File: src/sv/fan_curve_duty_controller_defines.svh
// Assertion macros shared by the fan curve duty controller.
`ifndef FAN_CURVE_DUTY_CONTROLLER_DEFINES_SVH
`define FAN_CURVE_DUTY_CONTROLLER_DEFINES_SVH

// Same-cycle implication, sampled on clk_i and quiet while rst_ni is low.
`define FCD_ASSERT_IMP(label, ante, cons) \
  label: assert property (@(posedge clk_i) disable iff (!rst_ni) (ante) |-> (cons)) \
    else $error("fan curve duty controller: same-cycle check failed");

// Next-cycle implication, sampled on clk_i and quiet while rst_ni is low.
`define FCD_ASSERT_NXT(label, ante, cons) \
  label: assert property (@(posedge clk_i) disable iff (!rst_ni) (ante) |=> (cons)) \
    else $error("fan curve duty controller: next-cycle check failed");

`endif

File: src/sv/fcd_pkg.sv
// Package with the shared types and constants of the fan curve duty controller.
`timescale 1ns / 1ps

package fcd_pkg;

  localparam int CoolDepth = 5;
  localparam int MaxPoints = 8;

  localparam logic [7:0] FullDutyRst = 8'd255;

  typedef enum logic [2:0] {
    CfgCurveTemps  = 3'd0,
    CfgCurveDuties = 3'd1,
    CfgPointsUsed  = 3'd2,
    CfgMinDuty     = 3'd3,
    CfgFullDuty    = 3'd4,
    CfgUseGpuTemp  = 3'd5
  } cfg_idx_e;

  typedef struct packed {
    logic fire;
    logic duty_tick;
    logic force_max;
    logic in_s0;
  } tick_t;

endpackage

File: src/sv/fcd_curve.sv
// Stepwise fan curve lookup over all points in parallel.
`timescale 1ns / 1ps

module fcd_curve (
  input  logic signed [7:0]  peak_temp_i,
  input  logic        [63:0] curve_temps_i,
  input  logic        [63:0] curve_duties_i,
  input  logic        [3:0]  points_used_i,
  input  logic        [7:0]  full_duty_i,
  output logic        [7:0]  curve_duty_o
);

  logic        [3:0]  n_pts;
  logic        [63:0] prev_duties;
  logic signed [7:0]  pt_temp;

  assign n_pts = (points_used_i > 4'(fcd_pkg::MaxPoints)) ? 4'(fcd_pkg::MaxPoints)
                                                          : points_used_i;
  assign prev_duties = {curve_duties_i[55:0], 8'h00};

  // The lowest point at or above the temperature decides, so scan downwards.
  always_comb begin
    curve_duty_o = full_duty_i;
    pt_temp      = '0;
    for (int k = fcd_pkg::MaxPoints - 1; k >= 0; k--) begin
      pt_temp = signed'(curve_temps_i[k*8 +: 8]);
      if ((4'(k) < n_pts) && (peak_temp_i <= pt_temp)) begin
        if (peak_temp_i == pt_temp) begin
          curve_duty_o = curve_duties_i[k*8 +: 8];
        end else begin
          curve_duty_o = prev_duties[k*8 +: 8];
        end
      end
    end
  end

endmodule

File: src/sv/fcd_core.sv
// Target and driven duty state with the cooldown history and the duty ramp.
`timescale 1ns / 1ps

module fcd_core (
  input  logic              clk_i,
  input  logic              rst_ni,
  input  fcd_pkg::tick_t    tick_i,
  input  logic        [7:0] curve_duty_i,
  input  logic        [7:0] min_duty_i,
  input  logic        [7:0] full_duty_i,
  output logic        [7:0] target_duty_o,
  output logic        [7:0] actual_duty_o
);

  logic [7:0] hist_q [fcd_pkg::CoolDepth];
  logic [7:0] hist_d [fcd_pkg::CoolDepth];
  logic [7:0] target_q, target_d;
  logic [7:0] actual_q, actual_d;
  logic [7:0] window_max;
  logic [7:0] step_up, step_dn;
  logic       hist_upd;

  assign hist_upd = tick_i.fire && !tick_i.duty_tick && !tick_i.force_max && tick_i.in_s0;

  always_comb begin
    window_max = curve_duty_i;
    for (int k = 1; k < fcd_pkg::CoolDepth; k++) begin
      if (hist_q[k] > window_max) begin
        window_max = hist_q[k];
      end
    end
    for (int k = 0; k < fcd_pkg::CoolDepth - 1; k++) begin
      hist_d[k] = hist_q[k+1];
    end
    hist_d[fcd_pkg::CoolDepth-1] = curve_duty_i;
  end

  assign step_up = actual_q + 8'd1;
  assign step_dn = actual_q - 8'd1;

  always_comb begin
    target_d = target_q;
    actual_d = actual_q;
    if (tick_i.fire) begin
      if (!tick_i.duty_tick) begin
        if (tick_i.force_max) begin
          target_d = full_duty_i;
        end else if (!tick_i.in_s0) begin
          target_d = '0;
        end else begin
          target_d = window_max;
        end
      end else begin
        if (tick_i.force_max) begin
          actual_d = full_duty_i;
        end else if (!tick_i.in_s0) begin
          actual_d = '0;
        end else if (actual_q < target_q) begin
          if (actual_q < full_duty_i) begin
            actual_d = (step_up < min_duty_i) ? min_duty_i : step_up;
          end
        end else if (actual_q > target_q) begin
          actual_d = (step_dn < min_duty_i) ? 8'd0 : step_dn;
        end
      end
    end
  end

  always_ff @(posedge clk_i or negedge rst_ni) begin
    if (!rst_ni) begin
      target_q <= '0;
      actual_q <= '0;
      for (int k = 0; k < fcd_pkg::CoolDepth; k++) begin
        hist_q[k] <= '0;
      end
    end else begin
      target_q <= target_d;
      actual_q <= actual_d;
      if (hist_upd) begin
        hist_q <= hist_d;
      end
    end
  end

  assign target_duty_o = target_q;
  assign actual_duty_o = actual_q;

endmodule

File: src/sv/fan_curve_duty_controller.sv
// Top level of the fan curve duty controller: ports, registers and pipeline control.
//
// Each accepted beat is one tick and gives exactly one result beat carrying the target
// and driven duty after that tick. A beat waits in the input register, where
// the curve lookup, the cooldown window maximum and the ramp step are worked out in one
// pass, and the state updates as the result register loads; the result is registered, and
// a new beat can be taken every cycle while the result is not stalled. A stalled result
// holds the input register, and then in_stall_o rises. Configuration writes are always
// ready and take effect at once; write them only while no tick is in flight.
`timescale 1ns / 1ps

`include "fan_curve_duty_controller_defines.svh"

module fan_curve_duty_controller (
  input  logic               clk_i,
  input  logic               rst_ni,
  input  logic               in_valid_i,
  output logic               in_stall_o,
  input  logic               req_type_i,
  input  logic signed [7:0]  cpu_temp_i,
  input  logic signed [7:0]  gpu_temp_i,
  input  logic               force_max_i,
  input  logic               in_s0_i,
  output logic               out_valid_o,
  input  logic               out_stall_i,
  output logic        [7:0]  target_duty_o,
  output logic        [7:0]  actual_duty_o,
  input  logic               cfg_valid_i,
  output logic               cfg_ready_o,
  input  logic        [2:0]  cfg_index_i,
  input  logic        [63:0] cfg_data_i
);

  logic [63:0] curve_temps_q;
  logic [63:0] curve_duties_q;
  logic [3:0]  points_used_q;
  logic [7:0]  min_duty_q;
  logic [7:0]  full_duty_q;
  logic        use_gpu_temp_q;

  logic              stage_valid_q;
  logic              req_type_q;
  logic signed [7:0] cpu_temp_q;
  logic signed [7:0] gpu_temp_q;
  logic              force_max_q;
  logic              in_s0_q;
  logic              out_valid_q;

  logic              fire;
  logic              in_accept;
  logic signed [7:0] peak_temp;
  logic        [7:0] curve_duty;
  fcd_pkg::tick_t    tick;

  assign cfg_ready_o = 1'b1;

  always_ff @(posedge clk_i or negedge rst_ni) begin
    if (!rst_ni) begin
      curve_temps_q  <= '0;
      curve_duties_q <= '0;
      points_used_q  <= '0;
      min_duty_q     <= '0;
      full_duty_q    <= fcd_pkg::FullDutyRst;
      use_gpu_temp_q <= 1'b0;
    end else if (cfg_valid_i && cfg_ready_o) begin
      case (fcd_pkg::cfg_idx_e'(cfg_index_i))
        fcd_pkg::CfgCurveTemps:  curve_temps_q  <= cfg_data_i;
        fcd_pkg::CfgCurveDuties: curve_duties_q <= cfg_data_i;
        fcd_pkg::CfgPointsUsed:  points_used_q  <= cfg_data_i[3:0];
        fcd_pkg::CfgMinDuty:     min_duty_q     <= cfg_data_i[7:0];
        fcd_pkg::CfgFullDuty:    full_duty_q    <= cfg_data_i[7:0];
        fcd_pkg::CfgUseGpuTemp:  use_gpu_temp_q <= cfg_data_i[0];
        default: begin
        end
      endcase
    end
  end

  assign fire       = stage_valid_q && (!out_valid_q || !out_stall_i);
  assign in_stall_o = stage_valid_q && !fire;
  assign in_accept  = in_valid_i && !in_stall_o;

  always_ff @(posedge clk_i or negedge rst_ni) begin
    if (!rst_ni) begin
      stage_valid_q <= 1'b0;
      out_valid_q   <= 1'b0;
    end else begin
      if (in_accept) begin
        stage_valid_q <= 1'b1;
      end else if (fire) begin
        stage_valid_q <= 1'b0;
      end
      if (fire) begin
        out_valid_q <= 1'b1;
      end else if (!out_stall_i) begin
        out_valid_q <= 1'b0;
      end
    end
  end

  always_ff @(posedge clk_i) begin
    if (in_accept) begin
      req_type_q  <= req_type_i;
      cpu_temp_q  <= cpu_temp_i;
      gpu_temp_q  <= gpu_temp_i;
      force_max_q <= force_max_i;
      in_s0_q     <= in_s0_i;
    end
  end

  assign peak_temp = (use_gpu_temp_q && (gpu_temp_q > cpu_temp_q)) ? gpu_temp_q : cpu_temp_q;

  fcd_curve u_curve (
    .peak_temp_i    (peak_temp),
    .curve_temps_i  (curve_temps_q),
    .curve_duties_i (curve_duties_q),
    .points_used_i  (points_used_q),
    .full_duty_i    (full_duty_q),
    .curve_duty_o   (curve_duty)
  );

  assign tick.fire      = fire;
  assign tick.duty_tick = req_type_q;
  assign tick.force_max = force_max_q;
  assign tick.in_s0     = in_s0_q;

  fcd_core u_core (
    .clk_i         (clk_i),
    .rst_ni        (rst_ni),
    .tick_i        (tick),
    .curve_duty_i  (curve_duty),
    .min_duty_i    (min_duty_q),
    .full_duty_i   (full_duty_q),
    .target_duty_o (target_duty_o),
    .actual_duty_o (actual_duty_o)
  );

  assign out_valid_o = out_valid_q;

  `FCD_ASSERT_NXT(a_force_duty_full, fire && req_type_q && force_max_q, actual_duty_o == $past(full_duty_q))
  `FCD_ASSERT_NXT(a_target_tick_keeps_actual, fire && !req_type_q, $stable(actual_duty_o))
  `FCD_ASSERT_NXT(a_duty_tick_keeps_target, fire && req_type_q, $stable(target_duty_o))
  `FCD_ASSERT_NXT(a_target_covers_curve, fire && !req_type_q && !force_max_q && in_s0_q, target_duty_o >= $past(curve_duty))

endmodule
File: config.mk
export PLATFORM = sky130hd
export DESIGN_NAME = fan_curve_duty_controller
export DESIGN_NICKNAME = d
export VERILOG_FILES = /design/src/sv/fcd_pkg.sv /design/src/sv/fcd_curve.sv /design/src/sv/fcd_core.sv /design/src/sv/fan_curve_duty_controller.sv
export VERILOG_INCLUDE_DIRS = /design/src /design/src/sv
export SDC_FILE = /design/constraint.sdc
export NUM_CORES = 1
export LEC_CHECK = 0
export ABC_AREA = 1
export BUFFER_PORTS_ARGS = -buffer_cell sky130_fd_sc_hd__clkbuf_2
export CORE_ASPECT_RATIO = 1.2
export CORE_MARGIN = 5
export CORE_UTILIZATION = 60
export DETAILED_ROUTE_END_ITERATION = 8
export GPL_TIMING_DRIVEN = 0
export PLACE_DENSITY = 0.9
export SLEW_MARGIN = 5
export SYNTH_ARGS = -nofsm -noshare
export SYNTH_HDL_FRONTEND = slang
export SYNTH_SLANG_ARGS = --single-unit
File: constraint.sdc
create_clock -name clk_i -period 10.33 [get_ports clk_i]
set_clock_uncertainty 0.2 [all_clocks]
set_input_delay 1.033 -clock clk_i [delete_from_list [all_inputs] [get_ports clk_i]]
set_output_delay 1.033 -clock clk_i [all_outputs]
set_load 0.01 [all_outputs]
==> summary.txt <==
Placement
  • GP Congestion: between 0.9 and 1
  • Detailed placement HPWL: between 20,000 and 30,000 um
  • Port buffer count: 108

Power and ir drop
  • Logic pwr share: 59.7%
  • Sw frac: approximately 48%
  • Pwr dens: 334 nW/um2
  • Clock power share: between 10% and 20%
  • Pint: between 2 and 3 mW
  • Part of the power in registers: 23.5%
  • Switching power: about 2.6 mW
  • Lkg Pwr: about 8.7 nW
  • Maximum VDD drop: ~190 uV

STA
  • Endpoints failing setup: 0
  • Hold Violations, Final: 0
  • Slew margin rel.: between 40% and 50%
  • Period minus WS final: just over 10,000 ps
  • F_max: between 0.09 and 0.1 GHz
  • Final Slew Violations: 0
  • Setup_tns: 0 ps
  • Worst Max-Slew Pin Slew: roughly 850 ps
  • Final period utilization: a little over nine tenths

Global routing
  • First-pass GRT wire length: about 64,000 um
  • Vias in the first global route: roughly 13,000
  • Total Routing Usage GR: around 30%
  • Total grt overflow: 0
  • Initial antenna violation count: 0
  • Pin count of the biggest net entering global routing: about 110

Critical path
  • CP max stage delay: roughly 440 ps
  • Startpoint Class: flop
  • Worst EP arrival: 10,330 ps
  • Worst path slowest cell: edfxtp_1
  • Required time worst endpoint: approximately 11,000 ps
  • Critical path fanouts, max: 10
  • Most used cell, CP: nand2_1
  • Crit end category: flop
  • Worst Path Class, Setup: flop to flop
  • R2R depth: between 60 and 70

Clock tree
  • # clock sinks: between 200 and 250
  • Deepest clock path buffer count: 3
  • Clock latency on the worst-skew pair: approximately 540 ps
  • Clock transition at path regs: 70 ps
  • Root Buffer: clkbuf_16
  • Number of CTS-inserted buffers: 24
  • CTS tree: done
  • Cts hold-fix bufs: 0
  • H-tree depth: 1

Logic synthesis
  • Largest cells by area after synthesis: dfrtp_1, nand2_1, ha_1
  • Synth Area per Inst: 7.66 um2
  • Post-Synthesis Cells: 1,813
  • Synth async-reset ratio: about nine tenths
  • #FFs+latches synth: about 220
  • Synth top area share: between 30% and 40%
  • Syn_nets: ~2,000
  • Leading area contributor after synthesis: dfrtp_1
  • Yosys warning count: 0
  • Top FF cell, synth: dfrtp_1
  • Post-synthesis cell area: between 10,000 and 15,000 um2
  • Number of flops mapped to enable cells by yosys: 19
  • Seq/Total Area, Yosys: between 40% and 50%
  • Yosys cell types: 54

Detailed routing
  • Via density: about 5.7
  • DRC viols: 0
  • Post-Route WL: about 40,000 um
  • Routed vias: around 13,000
  • Pre-Repair DR Iteration Count: 6
  • Routed wire per std cell: between 15 and 20 um
  • ANT nets after route: 0
  • Drt first-iter violations: between 1,000 and 1,500

Cells and area
  • Most frequent cells in the layout: nand2_1, inv_1, o21ai_0
  • Synthesis-to-finish area growth: 17.2%
  • Fin util: a little under three quarters
  • Layout Nets: 2,210
  • Most common cell after layout, fill and taps aside: nand2_1
  • Share of cells above drive strength 1: 15.1%
  • Number of diodes: 0

Run
  • Max Cap Viol: 0

Floorplan
  • Die ar.: around 26,000 um2
  • Starting Density: about three fifths
  • Row count: 61
  • Core ar.: 23,000 um2
  • # IOs: 110
  • Die Width: roughly 150 um
  • Die Y: around 180 um

Min path
  • Min-Delay Path Class: flop to flop
  • Hold depth: 2

Outcome
  • Status: finished clean
-- cells in the mapped netlist, types with 9 or more instances --
| master | number |
|---|---|
| o211ai_1 | 14 |
| edfxtp_1 | 19 |
| ha_1 | 134 |
| inv_1 | 306 |
| nand2_2 | 12 |
| nand2_1 | 475 |
| dfrtp_1 | 191 |
| nand3_1 | 71 |
| clkbuf_1 | 49 |
| o21ai_0 | 247 |
| xor2_1 | 10 |
| nor3_1 | 17 |
| mux2_2 | 9 |
| a21oi_1 | 85 |
| nor2_1 | 61 |
-- metal layers --
metal | track usage [%] | share of wire, % | wire length, um | up-vias
met3 | 4.10 | 6.9 | 2820 | 217
met5 | 0 | 0 | 0 | -
li1 | - | - | - | 6234
met1 | 35.3 | 37 | 15200 | 6147
met2 | 52.4 | 49 | 20100 | 653
met4 | 18.7 | 7.4 | 3050 | 0
-- power by group through the flow --
stage	clock, mW	sequential (mW)	combinational, mW
after floorplan	0	1.22	2.07
after global placement	0	1.27	2.65
after detailed placement	0	1.28	2.79
after CTS	0.925	1.27	2.88
after global routing	0.959	1.29	3.62
final	0.914	1.28	3.25
-- state kept, by name (all words and copies together) (netlist names) --
| signal | flops |
|---|---|
| curve_duties_q | 64 |
| curve_temps_q | 64 |
| u_core.hist_d | 32 |
| cpu_temp_q | 8 |
| full_duty_q | 8 |
| gpu_temp_q | 8 |
| min_duty_q | 8 |
| u_core.actual_duty_o | 8 |
| u_core.target_duty_o | 8 |
| points_used_q | 4 |
| force_max_q | 1 |
| in_s0_q | 1 |
| out_valid_o | 1 |
| req_type_q | 1 |
| stage_valid_q | 1 |
| use_gpu_temp_q | 1 |
-- critical path: cells and delay by family (launching register included) --
family / cells / cell delay, ps
simple gates: 27 / 2550
buf+inv: 11 / 1670
compound gates: 21 / 3310
fa+ha+maj: 6 / 1770
flops: 1 / 440
-- cell families (layout without fill, tap and decap cells) --
family,Yosys count,count (layout),synth area share (%)
AOI/OAI and AO/OA,402,402,15.8
adders and majority gates,134,134,12.1
and+or+nand+nor,667,670,20.1
muxes,15,15,1.16
xor gates and xnor gates,11,11,0.694
DFF,218,218,40.0
other,1,1,0.0270
buffers and inverters,365,552,10.1
-- path summary, 6_finish.rpt --
check,startpoint,to,slack [ps]
setup / recovery,gpu_temp_q[3],u_core.target_duty_o[7],270
hold / removal,curve_temps_q[33],curve_temps_q[33],280
setup reg to reg,gpu_temp_q[3],u_core.target_duty_o[7],270
hold reg to reg,curve_temps_q[33],curve_temps_q[33],280
max in group asynchronous,rst_ni,curve_temps_q[23],8580
min in group asynchronous,rst_ni,u_core.actual_duty_o[5],340
-- layout make-up --
type | count | area, um2
inverter | 309 | 1160
clock buffer | 29 | 671
fill | 1692 | 6690
multi-input combinational | 1233 | 7170
tap | 315 | 394
clock inverter | 15 | 180
sequential | 218 | 5560
timing repair buffer | 144 | 883
buffer | 55 | 258
-- what timing repair did --
item	4_1_cts	5_1_grt
pin swaps	4	14
setup buffers	15	17
endpoints found under the hold margin	0	0
cloned	0	3
resized for setup	16	71
endpoints found under the setup margin	8	8
-- through the flow --
step	setup WS (ps)	total power [mW]	std cells	hold WS (ps)	cell area, um2
floorplan	851	3.29	1813	249	13900
detailed placement	-1710	4.07	2240	273	14900
finish	269	5.44	2318	283	16300
global route	-390	5.88	2318	301	16300
global placement	-1520	3.92	2236	266	14800
CTS	82.4	5.08	2299	288	16000
Note: power is estimated with default switching activity, not from simulation.
